## config.mk

```make
export PLATFORM = sky130hd
export DESIGN_NAME = pdst_ram
export DESIGN_NICKNAME = d
export VERILOG_FILES = /design/src/sv/pdst_ram.sv
export SDC_FILE = /design/constraint.sdc
export NUM_CORES = 1
export LEC_CHECK = 0
export BUFFER_PORTS_ARGS = -buffer_cell sky130_fd_sc_hd__buf_2
export CAP_MARGIN = 10
export CORE_ASPECT_RATIO = 0.7
export CORE_UTILIZATION = 65
export CTS_BUF_LIST = sky130_fd_sc_hd__clkbuf_4
export CTS_CLUSTER_DIAMETER = 150
export DETAILED_ROUTE_END_ITERATION = 8
export PLACE_DENSITY = 0.82
export SYNTH_ARGS = -nofsm -noshare
export SYNTH_HDL_FRONTEND = slang
export SYNTH_SLANG_ARGS = --single-unit
```

## constraint.sdc

```tcl
create_clock -name clk -period 4.3 [get_ports clk]
set_clock_uncertainty 0.1 [all_clocks]
set_input_delay 0.43 -clock clk [delete_from_list [all_inputs] [get_ports clk]]
set_output_delay 0.43 -clock clk [all_outputs]
set_load 0.02 [all_outputs]
```

## src/sv/pdst_ram.sv

```systemverilog
`default_nettype none
module pdst_ram #(
	parameter int WIDTH = 8,
	parameter int DEPTH = 64
) (
	input  wire                      clk,
	input  wire                      we,
	input  wire [$clog2(DEPTH)-1:0]  waddr,
	input  wire [WIDTH-1:0]          wdata,
	input  wire [$clog2(DEPTH)-1:0]  raddr,
	output logic [WIDTH-1:0]         rdata
);
	logic [WIDTH-1:0] mem_q [DEPTH];

	always_ff @(posedge clk) begin
		if (we) begin
			mem_q[waddr] <= wdata;
		end
		rdata <= mem_q[raddr];
	end
endmodule
`default_nettype wire

```

# Yosys cells after proc, flatten, opt, wreduce, memory -nomap -nowiden
# Memory sizes are Yosys's and may differ from the RTL's. A register that Yosys moved wholly into a read port is not among the register bits.
# Cells that the tools add are included.
[word_totals]
ff_bits = 0
n_memories = 1
mem_bits_rw = 512
out_inout_bits = 8
[memory_table]
columns = ["name", "words", "width", "read_ports", "rd_ports_with_merged_regs", "wr", "line", "rtl"]
rows = [
  ["mem_q", 64, 8, 1, 1, 1, "13", "logic [WIDTH-1:0] mem_q [DEPTH];"],
]
[classes]
mux = 2
[op_table]
columns = ["operator", "n"]
rows = [
  ["$mux W1", 2],
]

# Longest topological paths before layout
# Gate-level depths: netlist (run 1).
[depth]
depth_word = 2
ltp_mapped = 9
ltp_nobuf = 5

# Worst setup path after synthesis (run 1)
# No wires, ideal clock.
[synth_path]
path_kind = "input -> register"
start = "input raddr[1]"
end = "register rdata[3], read port of mem_q"
path_slack_ns = 2.102
setup_time_ns = 0.128
required_ns = 4.072
arrival_time_ns = 1.970
path_buffers = 3
path_stages = 7
cell_sequence = "buf_4 > buf_2 > buf_2 > mux4_2 > mux4_2 > o21ai_1 > o41ai_1"
[synth_rtl]
columns = ["item", "line", "rtl"]
rows = [
  ["start, declared", "10", "input wire [$clog2(DEPTH)-1:0] raddr,"],
  ["end, declared", "11", "output logic [WIDTH-1:0] rdata"],
]

==> results of run 1 <==
==> Yosys cell counts, drive strengths merged, types with 8 or more instances <==
cell	n	area, µm²
dfxtp	8	160
buf	34	253
mux4	126	2840
nand3	13	65.1
nand2	19	71.3
mux2i	23	230
mux2	13	146
nor2b	14	87.6
nor2	83	312
clkbuf	17	63.8
o22ai	8	50.1
o221ai	8	70.1
edfxtp	512	15400
==> layout make-up <==
cell class,instances,area (µm²),area share [%]
sequential,520,15500,70.4
antenna,1,2.50,0.0113
timing repair buffer,45,309,1.40
clock buffer,172,1290,5.85
clock inverter,22,109,0.493
multi-input combinational,369,4320,19.5
tap,412,515,2.33
==> tightest hold or removal path, stage by stage <==
cell and delay [ps]:
buf_2 190, nor3_1 80, buf_4 190
==> worst max-delay path by stage <==
stage,start,to,depth (start not counted)
final,raddr[1],rdata[0]$_DFF_P_,5
after global routing,raddr[0],rdata[1]$_DFF_P_,7
after CTS,raddr[0],rdata[2]$_DFF_P_,7
after floorplan,raddr[1],rdata[3]$_DFF_P_,7
after detailed placement,raddr[1],rdata[0]$_DFF_P_,5
after global placement,raddr[0],rdata[2]$_DFF_P_,7
==> cell families (layout without fill, tap and decap cells) <==
| kind of cell | count (synthesis) | in the layout | share of synthesized area (%) |
|---|---|---|---|
| simple gates | 153 | 153 | 3.39 |
| mux | 162 | 162 | 15.9 |
| compound gates | 54 | 54 | 2.07 |
| buf+inv | 51 | 239 | 1.57 |
| flops | 520 | 520 | 77.0 |
| other cells | 0 | 1 | 0 |
==> metrics by stage <==
stage | cells | utilization [%] | power, mW
2_1_floorplan | 940 | - | 6.04
3_3_place_gp | 1343 | 68.2 | 6.23
3_5_place_dp | 1343 | 68.2 | 6.24
6_report | 1541 | 73.0 | 9.81
5_1_grt | 1541 | 73.0 | 10.1
4_1_cts | 1538 | 72.9 | 9.86
==> registers in the layout, summed over array words and instances, names as in the netlist <==
name,count
mem_q,512
rdata,8
==> where the power goes <==
| group | switching [mW] | internal, mW |
|---|---|---|
| clock | 1.81 | 1.86 |
| combinational | 0.325 | 0.189 |
| sequential | 0.0164 | 5.61 |
==> routing by layer <==
| layer | share of wire, % | track usage [%] | wire [µm] |
|---|---|---|---|
| met1 | 41 | 44.6 | 17600 |
| met3 | 13 | 9.37 | 5590 |
| met4 | 2.3 | 9.21 | 989 |
| met2 | 44 | 40.4 | 19100 |
| met5 | 0 | 0 | 0 |
==> results.yml, run 1 <==
pwr:
  powerDensity_mw_per_mm2: 444
  p_leak_nw: 7.00
  irDropWorstVdd_v: 0.000237
cells_and_area:
  final_area_mm2: 0.0221
  fillerInstances: 1775
  layout_commonest_cell: "edfxtp_1"
  nets: 1070
  area_growth_pct: 9.47
  drive_above_1_share_pct: 31.6
  layout.cells.most_common_list: "512 x edfxtp_1, 172 x clkbuf_4, 126 x mux4_2, 83 x nor2_1, 26 x buf_2"
timing:
  maxClockFrequency_ghz: 0.416
  min_period_over_period_pct: 55.9
  finalCriticalPeriod_ps: 2400
  rsz0062_at_grt: "false"
  hold_violations: 0
  setup_viol: 0
  worst_pin_slew_ps: 1240
  setup_slack_ps: 1900
  tns_ps: 0
  relSlewSlack_pct: 17.0
  whs_ps: 146
  slew_viol_final: 0
min_path:
  min_to: "mem_q[48][0]$_DFFE_PP_"
  worstHoldPathCells: 3
  min_from: "waddr[1]"
  hold_class: "primary input to flop"
worst_setup_path:
  cp.arrival_ps: 2970
  r2r_end: "rdata[0]$_DFF_P_"
  cpPeakStageDelay_ps: 720
  crit_family: "multiplexers"
  critPathKind: "primary input to flop"
  slowest_stage: "a221oi_1"
  cp_max_fo: 53
  worst-r2r-cell-count: 4
  r2r-start: "mem_q[45][0]$_DFFE_PP_"
  required_ps: 4860
  end_kind: "flop"
  crit_path_start_kind: "primary input"
  rrSetupSlack_ps: 1960
  crit_path_cell_trace: "buf_4 > mux4_2 > mux2_2 > a221oi_1 > o2bb2ai_1"
  critPathBufInv: 1
drt:
  wirelength_um: 43200
  drtAntennaViolNets: 0
  num_vias: 10200
  avgViaCountPerCell: 6.60
  routedWlPerCell_um: 28.0
  drc: 0
  drt_iter0_drc: 1448
  drtPass1Iterations: 5
status:
  run_status: "complete, no violations"
clock_tree:
  ctsResizeCount: 0
  cts.clk_slew.worst_paths_ps: 80
  clk_latency_ps: 810
  cts_tree: "built"
  post_cts_buffers: 0
  cts_root_buffer: "clkbuf_4"
  cts_sinks: 520
  cts_made_buffers: 112
  cts.htree.levels: 3
  ctsHoldBuffers: 1
  cts_buffer_depth: 3
yosys:
  synth_cell_type_count: 40
  syn_area_per_cell_um2: 21.5
  async_flop_share_pct: 0
  synth-edff-count: 512
  synth_warnings: 0
  synth_ff_type: "edfxtp_1"
  ys_ff_latch: 520
  seq_area_frac_synth_pct: 77.0
  synth_area_mm2: 0.0202
  synth_cells: 940
  synth_fp_nets: 962
global_routing:
  grt_overflow_total: 0
  antenna_found_initial: 1
  grt_pass1_wl_um: 64300
  grt_util_all_layers_pct: 29.1
  grt_max_degree: 75
  grt_pass1_vias: 10200
die:
  die_area_mm2: 0.0317
  dieWidth_um: 213
  die_y_um: 149
  start_util_pct: 66.7
  core-area_mm2: 0.0302
  rows: 53
  ioPinCount: 30
placement:
  io_buffers: 29
  dpl_worst_slack_ps: 1060
  dpl_cell_area_mm2: 0.0206
  place_congestion: 0.859
  place_hpwl_um: 25400
job:
  maxCapViolCount: 0
Power figures use the tool's default switching activity.
==> inputs of run 2 (changes only) <==
--- a/config.mk
+++ b/config.mk
@@ -8,11 +8,11 @@
 export BUFFER_PORTS_ARGS = -buffer_cell sky130_fd_sc_hd__buf_2
 export CAP_MARGIN = 10
 export CORE_ASPECT_RATIO = 0.7
-export CORE_UTILIZATION = 65
+export CORE_UTILIZATION = 59
 export CTS_BUF_LIST = sky130_fd_sc_hd__clkbuf_4
 export CTS_CLUSTER_DIAMETER = 150
 export DETAILED_ROUTE_END_ITERATION = 8
-export PLACE_DENSITY = 0.82
+export PLACE_DENSITY = 0.78
 export SYNTH_ARGS = -nofsm -noshare
 export SYNTH_HDL_FRONTEND = slang
 export SYNTH_SLANG_ARGS = --single-unit
==> constraint.sdc (replaced) <==
create_clock -name clk -period 2.2 [get_ports clk]
set_clock_uncertainty 0.1 [all_clocks]
set_input_delay 0.22 -clock clk [delete_from_list [all_inputs] [get_ports clk]]
set_output_delay 0.22 -clock clk [all_outputs]
set_load 0.02 [all_outputs]
==> run 2 against run 1 <==
Combinational power is 130% higher. Critical path depth is the same. Non-clock buffer count is 146 higher. Setup slack got worse by 1800 ps. Hold slack worse by 45 ps. Sequential cell count unchanged. Largest power group unchanged. Design area rose by 6.6%. Highest routed layer unchanged.
==> results.yml, run 2 (synthesized netlist as in run 1, its figures left out) <==
worst_setup_path:
  r2r-start: "mem_q[21][6]$_DFFE_PP_"
  required_ps: 2810
  end_kind: "flop"
  worstSetupStartpoint: "mem_q[21][6]$_DFFE_PP_"
  cp_max_fo: 1
  crit_path_start_kind: "flop"
  critPathKind: "flop to flop"
  cp.arrival_ps: 2730
global_routing:
  grt_pass1_wl_um: 67900
  antenna_found_initial: 1
  grt_overflow_total: 0
  grt_util_all_layers_pct: 27.5
  grt_pass1_vias: 10800
  grt_max_degree: 65
clock_tree:
  cts_tree: "built"
  cts_root_buffer: "clkbuf_4"
  post_cts_buffers: 0
  cts.htree.levels: 3
  cts_buffer_depth: 3
  cts_sinks: 520
  cts.clk_slew.worst_paths_ps: 70
  cts_made_buffers: 114
  clk_latency_ps: 840
pwr:
  irDropWorstVdd_v: 0.000651
  p_total_mw: 19.6
  p_leak_nw: 7.85
  powerDensity_mw_per_mm2: 835
timing:
  setup_viol: 0
  maxClockFrequency_ghz: 0.473
  hold_violations: 0
  relSlewSlack_pct: 51.2
  min_period_over_period_pct: 96.0
  setup_slack_ps: 87.2
  worst_pin_slew_ps: 732
  slew_viol_final: 0
  rsz0062_at_grt: "false"
  finalCriticalPeriod_ps: 2110
drt:
  avgViaCountPerCell: 6.19
  drt_iter0_drc: 1454
  routedWlPerCell_um: 26.2
  wirelength_um: 45200
  num_vias: 10700
  drtAntennaViolNets: 0
  drtPass1Iterations: 5
  drc: 0
cells_and_area:
  layout_commonest_cell: "edfxtp_1"
  drive_above_1_share_pct: 38.7
  nets: 1218
  layout.cells.most_common_list: "512 x edfxtp_1, 177 x clkbuf_4, 129 x buf_4, 126 x mux4_2, 83 x nor2_1"
  multi_input_area_mm2: 0.00432
  fillerInstances: 2050
  largest_reg_flops: 512
  regArea_mm2: 0.0155
  top_register: "mem_q"
  top_regs: "mem_q (512), rdata (8)"
  area_growth_pct: 16.6
die:
  die_area_mm2: 0.0349
  rows: 56
  die_y_um: 157
  ioPinCount: 30
  dieWidth_um: 223
  core-area_mm2: 0.0336
  start_util_pct: 60.1
placement:
  io_buffers: 29
  place_congestion: 0.866
  place_hpwl_um: 29200
  dpl_worst_slack_ps: -349
status:
  run_status: "complete, no violations"
min_path:
  min_from: "waddr[3]"
  hold_class: "primary input to flop"
job:
  maxCapViolCount: 0
==> run 2: timing repair <==
| action | CTS | global route |
|---|---|---|
| endpoints found under the setup margin | 0 | 1 |
| hold buffers | 19 | 0 |
| gates resized for setup | 0 | 1 |
| endpoints found under the hold margin | 482 | 0 |
==> run 2: worst paths after layout <==
check	slack [ps]	endpoint	cells past startpoint
max	90	rdata[6]$_DFF_P_	5
min	100	mem_q[56][5]$_DFFE_PP_	3
max reg2reg	90	rdata[6]$_DFF_P_	5
min reg2reg	740	rdata[4]$_DFF_P_	3
==> run 2: layout make-up <==
| cell class | instances | area share, % |
|---|---|---|
| tap | 435 | 2.31 |
| antenna | 2 | 0.0213 |
| sequential | 520 | 66.0 |
| timing repair buffer | 191 | 6.90 |
| clock buffer | 177 | 5.65 |
| multi-input combinational | 369 | 18.4 |
| clock inverter | 31 | 0.729 |
==> run 2: critical path: stages (launching register included) <==
cell,delay [ps]
edfxtp_1,380
mux4_2,470
mux2_2,280
o221a_2,290
nor3_1,340
o32ai_1,150
==> run 2: per-layer routing <==
| metal | track usage [%] | routed length, µm | part of all wire, % |
|---|---|---|---|
| met5 | 0 | 0 | 0 |
| met4 | 9.98 | 1090 | 2.4 |
| met3 | 7.25 | 4990 | 11 |
| met2 | 39.7 | 20500 | 45 |
| met1 | 40.9 | 18700 | 41 |
==> run 2: metrics by stage <==
| step | TNS [ps] | util [%] | cell area (µm²) | hold slack (ps) | cells |
|---|---|---|---|---|---|
| after floorplan | 0 | - | 20200 | 219 | 940 |
| after global placement | -796 | 65.0 | 21800 | 574 | 1496 |
| after detailed placement | -1220 | 65.0 | 21800 | 579 | 1496 |
| after CTS | 0 | 70.1 | 23500 | 19.3 | 1723 |
| after global routing | 0 | 70.1 | 23500 | 75.4 | 1724 |
| final | 0 | 70.1 | 23500 | 101 | 1725 |
==> run 2: power breakdown <==
part | internal, mW | switching (mW)
registers | 11.0 | 0.0373
logic | 0.502 | 0.664
clock network | 3.88 | 3.60
==> inputs of run 3 (changes only) <==
--- a/config.mk
+++ b/config.mk
@@ -12,7 +12,9 @@
 export CTS_BUF_LIST = sky130_fd_sc_hd__clkbuf_4
 export CTS_CLUSTER_DIAMETER = 150
 export DETAILED_ROUTE_END_ITERATION = 8
-export PLACE_DENSITY = 0.78
+export GPL_ROUTABILITY_DRIVEN = 0
+export PLACE_DENSITY = 0.83
+export SLEW_MARGIN = 20
 export SYNTH_ARGS = -nofsm -noshare
 export SYNTH_HDL_FRONTEND = slang
 export SYNTH_SLANG_ARGS = --single-unit
==> run 3 against run 2 <==
Power up 0.74%. Sequential power barely moved. Clock power up 2%. Global-route usage up 0.84 points. Combinational power about the same. Die area unchanged. Sequential share of layout area decreased by 0.30 points. Critical endpoint is now rdata[4]$_DFF_P_. Largest power group unchanged.
==> results.yml, run 3 (synthesized netlist as in run 1, its figures left out) <==
status:
  run_status: "complete, no violations"
drt:
  num_vias: 11000
  routedWlPerCell_um: 26.7
  wirelength_um: 46600
  drc: 0
  drtAntennaViolNets: 0
  drt_iter0_drc: 1562
  drtPass1Iterations: 5
  avgViaCountPerCell: 6.27
pwr:
  p_leak_nw: 7.93
  switching_share_pct: 22.3
  powerDensity_mw_per_mm2: 837
  p_int_mw: 15.4
  combPwrFrac_pct: 6.0
  p_sw_mw: 4.42
  irDropWorstVdd_v: 0.000806
  power_frac_clock_pct: 38.5
  power_frac_seq_pct: 55.6
  p_total_mw: 19.8
global_routing:
  grt_pass1_wl_um: 70100
  antenna_found_initial: 2
  grt_max_degree: 46
  grt_overflow_total: 0
  grt_util_all_layers_pct: 28.3
  grt_pass1_vias: 11100
timing:
  tns_ps: 0
  slew_viol_final: 0
  setup_slack_ps: 81.7
  worst_pin_slew_ps: 909
  min_period_over_period_pct: 96.3
  finalCriticalPeriod_ps: 2120
  setup_viol: 0
  rsz0062_at_grt: "false"
  hold_violations: 0
  maxClockFrequency_ghz: 0.472
  relSlewSlack_pct: 39.4
cells_and_area:
  layout.cells.most_common_list: "512 x edfxtp_1, 177 x clkbuf_4, 151 x buf_4, 126 x mux4_2, 83 x nor2_1"
  top_register: "mem_q"
  area_growth_pct: 17.2
  drive_above_1_share_pct: 39.2
  nets: 1239
  top_regs: "mem_q (512), rdata (8)"
  final_area_mm2: 0.0236
  layout_commonest_cell: "edfxtp_1"
  largest_reg_flops: 512
worst_setup_path:
  cp_max_fo: 1
  critPathBufInv: 0
  slowest_stage: "mux4_2"
  worst-r2r-cell-count: 5
  critPathKind: "flop to flop"
  crit_path_cell_trace: "mux4_2 > mux2_2 > o221a_2 > nor3_1 > o32ai_1"
  end_kind: "flop"
  crit_family: "multiplexers"
  r2r_end: "rdata[4]$_DFF_P_"
  cp.arrival_ps: 2720
  required_ps: 2800
  rrSetupSlack_ps: 80
  r2r-start: "mem_q[28][4]$_DFFE_PP_"
  cpPeakStageDelay_ps: 460
  crit_path_start_kind: "flop"
clock_tree:
  cts_buffer_depth: 3
  cts_tree: "built"
  cts.htree.levels: 3
  clk_latency_ps: 860
  cts_made_buffers: 117
  cts_sinks: 520
  cts_root_buffer: "clkbuf_4"
  cts.clk_slew.worst_paths_ps: 70
die:
  die_area_mm2: 0.0349
  dieWidth_um: 223
  die_y_um: 157
  ioPinCount: 30
  rows: 56
  core-area_mm2: 0.0336
  start_util_pct: 60.1
placement:
  io_buffers: 29
  dpl_cell_area_mm2: 0.0219
  place_hpwl_um: 29900
  dpl_worst_slack_ps: -183
min_path:
  min_to: "rdata[5]$_DFF_P_"
  min_from: "raddr[2]"
  hold_class: "primary input to flop"
  worstHoldPathCells: 5
job:
  maxCapViolCount: 0
==> run 3: cell type report <==
class                           instances  area (µm²)
Tap cell                              435         544
Sequential cell                       520       15500
Antenna cell                            1        2.50
Multi-Input combinational cell        369        4330
Timing Repair Buffer                  209        1690
Clock inverter                         38         206
Clock buffer                          177        1330
Fill cell                            1961        9930
==> run 3: worst max path at each step <==
stage / to / from / cells after the start / slack [ps]
6_report: rdata[4]$_DFF_P_ / mem_q[28][4]$_DFFE_PP_ / 5 / 80
5_1_grt: rdata[4]$_DFF_P_ / mem_q[28][4]$_DFFE_PP_ / 5 / 20
4_1_cts: rdata[2]$_DFF_P_ / mem_q[45][2]$_DFFE_PP_ / 5 / 10
3_5_place_dp: rdata[2]$_DFF_P_ / raddr[0] / 8 / -180
3_3_place_gp: rdata[6]$_DFF_P_ / raddr[0] / 7 / -160
2_1_floorplan: rdata[3]$_DFF_P_ / raddr[1] / 7 / 210
==> run 3: timing repair <==
action                     in CTS  in global routing
hold endpoints to repair      398                  0
gates resized for setup         0                  2
hold buffers                   21                  0
setup endpoints to repair       0                  2
buffers inserted                0                  0
==> run 3: layer usage <==
metal | up-vias | global-route usage [%] | routed length, µm
met5 | - | 0 | 0
met4 | 0 | 9.26 | 1010
met3 | 91 | 7.98 | 5890
met2 | 770 | 42.0 | 21400
met1 | 5523 | 41.3 | 18400
li1 | 4574 | - | -
==> run 3: through the flow <==
step	cells	hold slack, ps	util [%]
final	1749	127	70.4
after global placement	1512	552	65.2
after global routing	1749	76.4	70.4
after floorplan	940	219	-
after CTS	1748	58.0	70.4
after detailed placement	1512	570	65.2
==> run 3: tightest hold or removal path: stages <==
cell and delay [ps]:
buf_4 230, buf_12 220, mux4_2 220, o21ai_1 60
o41ai_1 50
==> run 3: power by group through the flow <==
stage / clock, mW / combinational [mW] / sequential [mW]
after global placement: 0 / 1.10 / 11.2
after detailed placement: 0 / 1.14 / 11.2
after CTS: 7.72 / 1.17 / 11.0
final: 7.61 / 1.18 / 11.0
after floorplan: 0 / 0.584 / 11.2
after global routing: 8.22 / 1.24 / 11.0
